## config.mk

```make
export PLATFORM = sky130hd
export DESIGN_NAME = rounded_rect_alpha_fill_top
export DESIGN_NICKNAME = d
export VERILOG_FILES = /design/src/rtl/rraf_pkg.sv /design/src/rtl/rraf_blend.sv /design/src/rtl/rounded_rect_alpha_fill_top.sv
export SDC_FILE = /design/constraint.sdc
export NUM_CORES = 2
export LEC_CHECK = 0
export BUFFER_PORTS_ARGS = -buffer_cell sky130_fd_sc_hd__buf_2
export CAP_MARGIN = 0
export CORE_ASPECT_RATIO = 0.7
export CORE_MARGIN = 2
export CORE_UTILIZATION = 40
export DETAILED_ROUTE_END_ITERATION = 10
export PLACE_DENSITY = 0.63
export REMOVE_ABC_BUFFERS = 1
export SLEW_MARGIN = 20
export SYNTH_ARGS = -nofsm -noshare
export SYNTH_HDL_FRONTEND = slang
export SYNTH_SLANG_ARGS = --single-unit
```

## constraint.sdc

```tcl
create_clock -name aclk -period 21.1 [get_ports aclk]
set_clock_uncertainty 0.05 [all_clocks]
set_input_delay 3.165 -clock aclk [delete_from_list [all_inputs] [get_ports aclk]]
set_output_delay 3.165 -clock aclk [all_outputs]
set_load 0.02 [all_outputs]
```

## src/rtl/rraf_pkg.sv

```systemverilog
`timescale 1ns / 1ps

package rraf_pkg;

    localparam int FB_COLS_DEF = 1024;
    localparam int FB_ROWS_DEF = 768;

    localparam int COORD_W  = 13;
    localparam int SIZE_W   = 13;
    localparam int RADIUS_W = 12;
    localparam int OFS_W    = 12;
    localparam int PIX_W    = 32;
    localparam int ALPHA_W  = 8;
    localparam int CHAN_W   = 8;
    localparam int ADDR_W   = 20;
    localparam int CFG_W    = 32;
    localparam int CFG_IDX_W = 3;

    localparam logic [ALPHA_W-1:0] ALPHA_OPAQUE = 8'hFF;
    localparam logic [ALPHA_W-1:0] ALPHA_CLEAR  = 8'h00;

    typedef enum logic [CFG_IDX_W-1:0] {
        CFG_RECT_X        = 3'd0,
        CFG_RECT_Y        = 3'd1,
        CFG_RECT_WIDTH    = 3'd2,
        CFG_RECT_HEIGHT   = 3'd3,
        CFG_CORNER_RADIUS = 3'd4,
        CFG_FILL_COLOR    = 3'd5,
        CFG_FILL_ALPHA    = 3'd6
    } cfg_idx_t;

endpackage

```

## src/rtl/rraf_blend.sv

```systemverilog
`timescale 1ns / 1ps

module rraf_blend (
    input  logic                        aclk,
    input  logic                        ce,
    input  logic [rraf_pkg::CHAN_W-1:0] fg,
    input  logic [rraf_pkg::CHAN_W-1:0] bg,
    input  logic [rraf_pkg::CHAN_W-1:0] alpha,
    output logic [rraf_pkg::CHAN_W-1:0] result
);
    import rraf_pkg::*;

    localparam int PROD_W = 2 * CHAN_W;

    logic [CHAN_W-1:0] inv_alpha;
    logic [PROD_W-1:0] prod_fg_reg;
    logic [PROD_W-1:0] prod_bg_reg;
    logic [PROD_W-1:0] sum_reg;
    logic [PROD_W-1:0] sum_next;
    logic [PROD_W:0]   quo_tmp;

    assign inv_alpha = ALPHA_OPAQUE - alpha;
    assign sum_next  = prod_fg_reg + prod_bg_reg;

    always_ff @(posedge aclk) begin
        if (ce) begin
            prod_fg_reg <= PROD_W'(fg) * PROD_W'(alpha);
            prod_bg_reg <= PROD_W'(bg) * PROD_W'(inv_alpha);
            sum_reg     <= sum_next;
        end
    end

    // x / 255 for x <= 255*255: (x + 1 + (x >> 8)) >> 8
    assign quo_tmp = (PROD_W+1)'(sum_reg) + (PROD_W+1)'(1)
                   + (PROD_W+1)'(sum_reg[PROD_W-1:CHAN_W]);
    assign result  = quo_tmp[PROD_W-1:CHAN_W];

endmodule

```

## src/rtl/rounded_rect_alpha_fill_top.sv

```systemverilog
`timescale 1ns / 1ps
// Rounded-rectangle fill with alpha blend, one pixel item per clock.
// Five register stages; the valid bit passes s1, s2, s3 and s4 on to m_valid.
// Throughput: one item per cycle; a stall on m_ready freezes all five stages.
// s_ready follows the output register (ready when it is empty or being drained).
// Reset (aresetn, sync, low) clears all stage valids and returns config to defaults.

module rounded_rect_alpha_fill_top #(
    parameter int FB_COLS = rraf_pkg::FB_COLS_DEF,
    parameter int FB_ROWS = rraf_pkg::FB_ROWS_DEF
) (
    input  logic                           aclk,
    input  logic                           aresetn,
    input  logic                           cfg_wr_en,
    input  logic [rraf_pkg::CFG_IDX_W-1:0] cfg_index,
    input  logic [rraf_pkg::CFG_W-1:0]     cfg_data,
    input  logic                           s_valid,
    output logic                           s_ready,
    input  logic [rraf_pkg::OFS_W-1:0]     s_offset_col,
    input  logic [rraf_pkg::OFS_W-1:0]     s_offset_row,
    input  logic [rraf_pkg::PIX_W-1:0]     s_background_pixel,
    output logic                           m_valid,
    input  logic                           m_ready,
    output logic                           m_write_enable,
    output logic [rraf_pkg::ADDR_W-1:0]    m_pixel_address,
    output logic [rraf_pkg::PIX_W-1:0]     m_pixel_value
);
    import rraf_pkg::*;

    localparam int SW_W  = 13;
    localparam int D_W   = 15;
    localparam int P_W   = 14;
    localparam int AB_W  = 13;
    localparam int SQ_W  = 2 * AB_W;
    localparam int RR_W  = 2 * RADIUS_W;
    localparam int FA_W  = 25;
    localparam logic [SW_W-1:0] SW = SW_W'(FB_COLS);
    localparam logic [SW_W-1:0] SH = SW_W'(FB_ROWS);

    // configuration
    logic signed [COORD_W-1:0] rect_x_reg;
    logic signed [COORD_W-1:0] rect_y_reg;
    logic [SIZE_W-1:0]         rect_width_reg;
    logic [SIZE_W-1:0]         rect_height_reg;
    logic [RADIUS_W-1:0]       corner_radius_reg;
    logic [PIX_W-1:0]          fill_color_reg;
    logic [ALPHA_W-1:0]        fill_alpha_reg;

    always_ff @(posedge aclk) begin
        if (!aresetn) begin
            rect_x_reg        <= '0;
            rect_y_reg        <= '0;
            rect_width_reg    <= '0;
            rect_height_reg   <= '0;
            corner_radius_reg <= '0;
            fill_color_reg    <= '0;
            fill_alpha_reg    <= ALPHA_OPAQUE;
        end else if (cfg_wr_en) begin
            case (cfg_index)
                CFG_RECT_X:        rect_x_reg        <= cfg_data[COORD_W-1:0];
                CFG_RECT_Y:        rect_y_reg        <= cfg_data[COORD_W-1:0];
                CFG_RECT_WIDTH:    rect_width_reg    <= cfg_data[SIZE_W-1:0];
                CFG_RECT_HEIGHT:   rect_height_reg   <= cfg_data[SIZE_W-1:0];
                CFG_CORNER_RADIUS: corner_radius_reg <= cfg_data[RADIUS_W-1:0];
                CFG_FILL_COLOR:    fill_color_reg    <= cfg_data[PIX_W-1:0];
                CFG_FILL_ALPHA:    fill_alpha_reg    <= cfg_data[ALPHA_W-1:0];
                default: ;
            endcase
        end
    end

    logic ce;
    logic s1_valid_reg, s2_valid_reg, s3_valid_reg, s4_valid_reg, m_valid_reg;

    assign ce      = !m_valid_reg || m_ready;
    assign s_ready = ce;
    assign m_valid = m_valid_reg;

    always_ff @(posedge aclk) begin
        if (!aresetn) begin
            s1_valid_reg <= 1'b0;
            s2_valid_reg <= 1'b0;
            s3_valid_reg <= 1'b0;
            s4_valid_reg <= 1'b0;
            m_valid_reg  <= 1'b0;
        end else if (ce) begin
            s1_valid_reg <= s_valid;
            s2_valid_reg <= s1_valid_reg;
            s3_valid_reg <= s2_valid_reg;
            s4_valid_reg <= s3_valid_reg;
            m_valid_reg  <= s4_valid_reg;
        end
    end

    // stage 1: input item
    logic [OFS_W-1:0] s1_col_reg, s1_row_reg;
    logic [PIX_W-1:0] s1_bg_reg;

    always_ff @(posedge aclk) begin
        if (ce) begin
            s1_col_reg <= s_offset_col;
            s1_row_reg <= s_offset_row;
            s1_bg_reg  <= s_background_pixel;
        end
    end

    // stage 2: corner region, distances, bounds
    logic signed [D_W-1:0] r_s, dx_s, dy_s, right_s, bottom_s;
    logic signed [D_W-1:0] a_lo, a_hi, b_lo, b_hi;
    logic                  x_lo, x_hi, y_lo, y_hi;
    logic [AB_W-1:0]       a_next, b_next;
    logic                  corner_next, keep_next;
    logic signed [P_W-1:0] px, py;
    logic                  inrect, onscreen;

    always_comb begin
        r_s      = $signed(D_W'(corner_radius_reg));
        dx_s     = $signed(D_W'(s1_col_reg));
        dy_s     = $signed(D_W'(s1_row_reg));
        right_s  = $signed(D_W'(rect_width_reg)) - r_s - D_W'(1);
        bottom_s = $signed(D_W'(rect_height_reg)) - r_s - D_W'(1);
        x_lo     = dx_s < r_s;
        x_hi     = dx_s > right_s;
        y_lo     = dy_s < r_s;
        y_hi     = dy_s > bottom_s;
        a_lo     = r_s - dx_s;
        a_hi     = dx_s - right_s;
        b_lo     = r_s - dy_s;
        b_hi     = dy_s - bottom_s;
        corner_next = 1'b1;
        a_next      = a_lo[AB_W-1:0];
        b_next      = b_lo[AB_W-1:0];
        if (x_lo && y_lo) begin
            a_next = a_lo[AB_W-1:0];
            b_next = b_lo[AB_W-1:0];
        end else if (x_hi && y_lo) begin
            a_next = a_hi[AB_W-1:0];
            b_next = b_lo[AB_W-1:0];
        end else if (x_lo && y_hi) begin
            a_next = a_lo[AB_W-1:0];
            b_next = b_hi[AB_W-1:0];
        end else if (x_hi && y_hi) begin
            a_next = a_hi[AB_W-1:0];
            b_next = b_hi[AB_W-1:0];
        end else begin
            corner_next = 1'b0;
        end

        px = $signed({rect_x_reg[COORD_W-1], rect_x_reg}) + $signed(P_W'(s1_col_reg));
        py = $signed({rect_y_reg[COORD_W-1], rect_y_reg}) + $signed(P_W'(s1_row_reg));
        inrect   = (SIZE_W'(s1_col_reg) < rect_width_reg)
                && (SIZE_W'(s1_row_reg) < rect_height_reg);
        onscreen = !px[P_W-1] && (px[SW_W-1:0] < SW)
                && !py[P_W-1] && (py[SW_W-1:0] < SH);
        keep_next = inrect && onscreen && (fill_alpha_reg != ALPHA_CLEAR);
    end

    logic [AB_W-1:0]  s2_a_reg, s2_b_reg;
    logic             s2_corner_reg, s2_keep_reg;
    logic [OFS_W-1:0] s2_px_reg, s2_py_reg;
    logic [PIX_W-1:0] s2_bg_reg;

    always_ff @(posedge aclk) begin
        if (ce) begin
            s2_a_reg      <= a_next;
            s2_b_reg      <= b_next;
            s2_corner_reg <= corner_next;
            s2_keep_reg   <= keep_next;
            s2_px_reg     <= px[OFS_W-1:0];
            s2_py_reg     <= py[OFS_W-1:0];
            s2_bg_reg     <= s1_bg_reg;
        end
    end

    // stage 3: squares
    logic [SQ_W-1:0]  s3_aa_reg, s3_bb_reg;
    logic [RR_W-1:0]  s3_rr_reg;
    logic             s3_corner_reg, s3_keep_reg;
    logic [OFS_W-1:0] s3_px_reg, s3_py_reg;

    always_ff @(posedge aclk) begin
        if (ce) begin
            s3_aa_reg     <= SQ_W'(s2_a_reg) * SQ_W'(s2_a_reg);
            s3_bb_reg     <= SQ_W'(s2_b_reg) * SQ_W'(s2_b_reg);
            s3_rr_reg     <= RR_W'(corner_radius_reg) * RR_W'(corner_radius_reg);
            s3_corner_reg <= s2_corner_reg;
            s3_keep_reg   <= s2_keep_reg;
            s3_px_reg     <= s2_px_reg;
            s3_py_reg     <= s2_py_reg;
        end
    end

    // stage 4: circle test and address
    logic [SQ_W:0]       dist_sum;
    logic                we_next;
    logic [FA_W-1:0]     addr_full;
    logic                s4_we_reg;
    logic [ADDR_W-1:0]   s4_addr_reg;

    assign dist_sum  = (SQ_W+1)'(s3_aa_reg) + (SQ_W+1)'(s3_bb_reg);
    assign we_next   = s3_keep_reg && (!s3_corner_reg || (dist_sum <= (SQ_W+1)'(s3_rr_reg)));
    assign addr_full = FA_W'(s3_py_reg) * FA_W'(SW) + FA_W'(s3_px_reg);

    always_ff @(posedge aclk) begin
        if (ce) begin
            s4_we_reg   <= we_next;
            s4_addr_reg <= addr_full[ADDR_W-1:0];
        end
    end

    // blend channels, stages 3 and 4
    logic [CHAN_W-1:0] blend_ch [3];

    for (genvar g = 0; g < 3; g++) begin : g_chan
        rraf_blend u_blend (
            .aclk   (aclk),
            .ce     (ce),
            .fg     (fill_color_reg[g*CHAN_W +: CHAN_W]),
            .bg     (s2_bg_reg[g*CHAN_W +: CHAN_W]),
            .alpha  (fill_alpha_reg),
            .result (blend_ch[g])
        );
    end

    // stage 5: output register
    logic [PIX_W-1:0]  value_next;
    logic              m_we_reg;
    logic [ADDR_W-1:0] m_addr_reg;
    logic [PIX_W-1:0]  m_value_reg;

    always_comb begin
        if (fill_alpha_reg == ALPHA_OPAQUE) begin
            value_next = fill_color_reg;
        end else begin
            value_next = {CHAN_W'(0), blend_ch[2], blend_ch[1], blend_ch[0]};
        end
    end

    always_ff @(posedge aclk) begin
        if (ce) begin
            m_we_reg    <= s4_we_reg;
            m_addr_reg  <= s4_we_reg ? s4_addr_reg : '0;
            m_value_reg <= s4_we_reg ? value_next : '0;
        end
    end

    assign m_write_enable  = m_we_reg;
    assign m_pixel_address = m_addr_reg;
    assign m_pixel_value   = m_value_reg;

endmodule

```

# Yosys cells after proc, flatten, opt, wreduce, memory -nomap -nowiden
# Cells that the tools add are included.
# classes
reduce_logical,28
multipliers,9
n_mux,10
addsub,22
order_cmp,9
n_eq_ne,7
# op_table
cell,count
two-way mux 13 bit,8
multiplier 8 x 8 -> 16 bit,6
multiplier 13 x 13 -> 26 bit,2
"adder 16 x 1 -> 16 bit, second input constant",3
adder 16 bit,3
adder 16 x 8 -> 16 bit,3
> comparator 13 x 15 -> 1 bit,2
"subtractor 14 x 2 -> 15 bit, second input constant",2
adder 13 x 13 -> 14 bit,2
subtractor 13 x 12 -> 14 bit,2
adder 26 x 26 -> 27 bit,1
less-or-equal comparator 27 x 24 -> 1 bit,1
< comparator 12 x 13 -> 1 bit,2
subtractor 12 x 12 -> 13 bit,2
subtractor 13 bit,2
< comparator 12 bit,2
multiplier 12 x 12 -> 24 bit,1
two-way mux 24 bit,1
adder 20 x 12 -> 20 bit,1
AND reduction 2 bit,8
"< comparator 13 x 10 -> 1 bit, second input constant",1
"< comparator 13 x 11 -> 1 bit, second input constant",1
logical AND 1 bit,11
"equality test 3 bit, second input constant",3
10 further kinds,15
# word_totals
reg_bits,549
elab_cells,129
out_inout_bits,55

# Longest topological paths before layout
# depth
depth_word,8
ltp_mapped,24
ltp_nobuf,23

# Modules after synthesis
# A second synthesis with hierarchy kept.
# unflattened
cells_unflattened,5393
area_unflattened_um2,54049.3
# modules_own_cells
mod,area_per_inst_um2,instances,seq_area_each_um2,cells_each
rounded_rect_alpha_fill_top,33467.1,1,10980.5,3280
rraf_blend at g_chan[0].u_blend ...,6934.2,2,1441.4,717
rraf_blend at g_chan[2].u_blend,6713.9,1,1441.4,679

# Worst setup path after synthesis
# No wires, ideal clock.
# synth_timing
path_type,input to output
from,input port m_ready
to,output port s_ready
slack_ps,2486
path_stages,2
n_path_buf,1
arrival_ps,15399
path_cell_list,nand2b_1 > clkbuf_1
# synth_between
elab_chain_cells,1
# synth_rtl
item,line_no,source
"start, declared",rounded_rect_alpha_fill_top.sv:23,"input logic m_ready,"
logical OR 1 bit,rounded_rect_alpha_fill_top.sv:75,assign ce = !m_valid_reg || m_ready;
"end, declared",rounded_rect_alpha_fill_top.sv:18,"output logic s_ready,"
# Every way passes these cells.

# Worst setup path after layout
# Ends and elaborated chain as after synthesis.

==> results.json <==
{
  "min_delay_path_depth": 0,
  "arrival_ns": 4.19,
  "overflow": 0,
  "path_max_fanout": 52,
  "crit_path_frequent_cell": "buf_2",
  "grtUsageMet1_pct": 29.05,
  "synth.area.top_cells": "edfxtp_1, fa_1, ha_1",
  "synthSimpleGateAreaFrac_pct": 14.19,
  "netlist_instances": 5263,
  "cts_setup_buffers": 0,
  "worst_ep_required_time_ns": 17.89,
  "via_per_inst": 5.109,
  "setup_viol": 0,
  "synth_edf_count": 437,
  "hp-start": "s2_py_reg[7]",
  "crit_path_max_incr_delay_ns": 0.56,
  "antenna_left": 0,
  "status": "finished clean",
  "synth_top_area_share_pct": 24.92,
  "min_path_type": "reg -> reg",
  "drc_errors": 0,
  "netlist_area_um2": 52670,
  "cts_root_buffer": "clkbuf_16",
  "max_slew_margin_pct": 26.82,
  "min_period_over_period_pct": 35.09,
  "synth-main-ff-cell": "edfxtp_1",
  "ys_seq_area_share_pct": 29.06,
  "post-route-util_pct": 43.81,
  "gp_congestion": 0.9118,
  "design.core.area_um2": 130800,
  "path_cells": "buf_2 -> nand2b_4 -> buf_2",
  "slowest_stage": "nand2b_4",
  "io_buffer_count": 142,
  "rr_endpoint": "s2_a_reg[12]",
  "grt_pass1_wl_um": 205600,
  "synth-compound-area-share_pct": 9.576,
  "avgSynthCellArea_um2": 10.01,
  "die_w_um": 437.7,
  "clk_latency_ns": 0.67,
  "synth_top_family_by_area": "adder cells",
  "yosysWarnings": 0,
  "cts_resized": 0,
  "grtUsageMet2_pct": 27.93,
  "report.final.slew_viol_count": 0,
  "cts_sinks": 546,
  "drtIter0Drc": 2404,
  "synth-adder-area-share_pct": 34.38,
  "io_pins": 151,
  "ys_async_sr_fraction_pct": 0,
  "fin_setup_tns_ns": 0,
  "hold_violations": 0,
  "vias": 36580,
  "die_h_um": 307.6,
  "grt_max_degree": 95,
  "drv_cap": 0,
  "synth-seq-cells": 546,
  "synth_top_area_cell": "edfxtp_1",
  "synth_cell_type_count": 91,
  "timing.rr.start": "corner_radius_reg[4]",
  "worstHoldEndpoint": "s3_py_reg[7]",
  "wl_per_cell_um": 17.90,
  "use_met3_pct": 4.440,
  "busiest_layer": "met1",
  "path_class": "in -> out",
  "clockBufferDepth": 3,
  "drive_above_1_share_pct": 6.053,
  "wl_um": 128100,
  "final_net_count": 6594,
  "firstDrtPassIters": 5,
  "ctsHoldBuffers": 0,
  "dieArea_um2": 134600,
  "antenna_found_initial": 16,
  "synthMuxAreaShare_pct": 0.6462,
  "ff2ff_path_depth": 18,
  "grt_pass1_vias": 36810,
  "cp-end-kind": "output pin",
  "fmax_ghz": 0.1351,
  "path_clk_slew_ns": 0.06,
  "rrSetupSlack_ns": 13.79,
  "gr-usage-all-layers_pct": 19.33,
  "numCtsBuffers": 60,
  "start_kind": "input pin",
  "tightestPinTransition_ns": 1.094,
  "cts_tree": "built",
  "synth-xor-area-share_pct": 5.303,
  "initial_utilization_pct": 40.26,
  "syn_to_final_growth_pct": 8.816,
  "rsz0062_at_grt": "false",
  "rows": 111,
  "post-route-min-period_ns": 7.403,
  "htreeDepth": 2,
  "hpwlAfterDp_um": 98600
}
==> worst max-delay path: cells and delay by family <==
kind	cells	cell delay [ns]
buffers and inverters	2	0.41
AND/OR/NAND/NOR	1	0.56
==> area by class of cell <==
| class | count | area [um^2] |
|---|---|---|
| fill | 12360 | 73520 |
| multi-input combinational | 3759 | 33770 |
| sequential | 546 | 15310 |
| inverter | 813 | 3052 |
| tap | 1751 | 2191 |
| clock buffer | 78 | 1652 |
| timing repair buffer | 171 | 930.9 |
| clock inverter | 35 | 381.6 |
| antenna | 6 | 15.01 |
==> how the worst max path moves through the flow <==
stage                                     from           end  slack (ns)  cells past startpoint
after floorplan                        m_ready       s_ready        4.01                      1
after global placement                 m_ready       s_ready       13.69                      3
after detailed placement               m_ready       s_ready       13.68                      3
after CTS                              m_ready       s_ready       13.69                      3
after global routing      corner_radius_reg[4]  s2_a_reg[12]       13.59                     18
final                                  m_ready       s_ready       13.70                      3
==> stage by stage <==
stage	instances	setup slack, ns	area [um^2]	hold WS (ns)
after floorplan	5118	4.014	52110	0.3503
after global placement	7040	13.69	55260	0.3530
after detailed placement	7040	13.68	55260	0.3545
after CTS	7153	13.69	57300	0.3533
after global routing	7158	13.59	57310	0.3587
final	7159	13.70	57310	0.3513
==> kinds of logic (layout without fill, tap and decap cells) <==
| logic type | Yosys count | count (layout) |
|---|---|---|
| buffers and inverters | 958 | 1097 |
| AOI/OAI and AO/OA | 763 | 763 |
| and+or+nand+nor | 1498 | 1498 |
| adders and majority gates | 1147 | 1147 |
| DFF | 546 | 546 |
| muxes | 33 | 33 |
| other | 0 | 6 |
| xor gates and xnor gates | 318 | 318 |
==> routing by layer <==
layer | part of all wire, % | vias up | wire [um]
li1 | - | 17550 | -
met1 | 49 | 17890 | 62900
met2 | 41 | 960 | 52790
met3 | 7.6 | 174 | 9775
met4 | 2.1 | 0 | 2669
met5 | 0 | - | 0
==> cells in the mapped netlist (27+ instances only) <==
cell and count:
xor2_1 105, buf_1 27, a21oi_1 204, a21o_1 85, xnor2_1 212, nand3_1 55
nand2_1 484, nor3_1 64, and3_1 28, nor2b_1 186, clkbuf_1 115, a21boi_0 109
edfxtp_1 437, nand2b_1 115, inv_1 805, o21ai_0 136, dfxtp_1 109, o21a_1 45
nor2_1 255, and2_1 220, fa_1 500, ha_1 647
==> cell usage in the layout, fill, tap and decap left out, types with 9 or more instances in the layout <==
cell / netlist / final
clkbuf_1: 115 / 12
nand3_1: 55 / 54
a21o_1: 85 / 85
o21ai_0: 136 / 136
or2_2: 13 / 13
a211oi_1: 19 / 19
inv_1: 805 / 805
mux2i_1: 25 / 25
o41ai_1: 10 / 10
o21bai_1: 22 / 22
ha_1: 647 / 647
o2111ai_1: 9 / 9
or3_1: 13 / 13
clkinv_1: 6 / 9
nand4_1: 26 / 26
xor2_1: 105 / 105
nor2_1: 255 / 254
a211o_1: 12 / 12
buf_4: 1 / 30
clkbuf_16: 0 / 62
nor2b_1: 186 / 186
dfxtp_1: 109 / 101
nand2b_1: 115 / 114
o21a_1: 45 / 45
nor3_1: 64 / 64
a31oi_1: 18 / 18
fa_1: 500 / 500
o21ai_1: 10 / 10
and2_1: 220 / 220
xnor2_1: 212 / 212
a21boi_0: 109 / 109
buf_2: 1 / 141
edfxtp_1: 437 / 437
a21oi_1: 204 / 204
and3_1: 28 / 28
nand2_1: 484 / 484
Power is left out: the tool's default activity adds up to more than one toggle a clock period on the data nets, which glitch-free logic cannot reach.
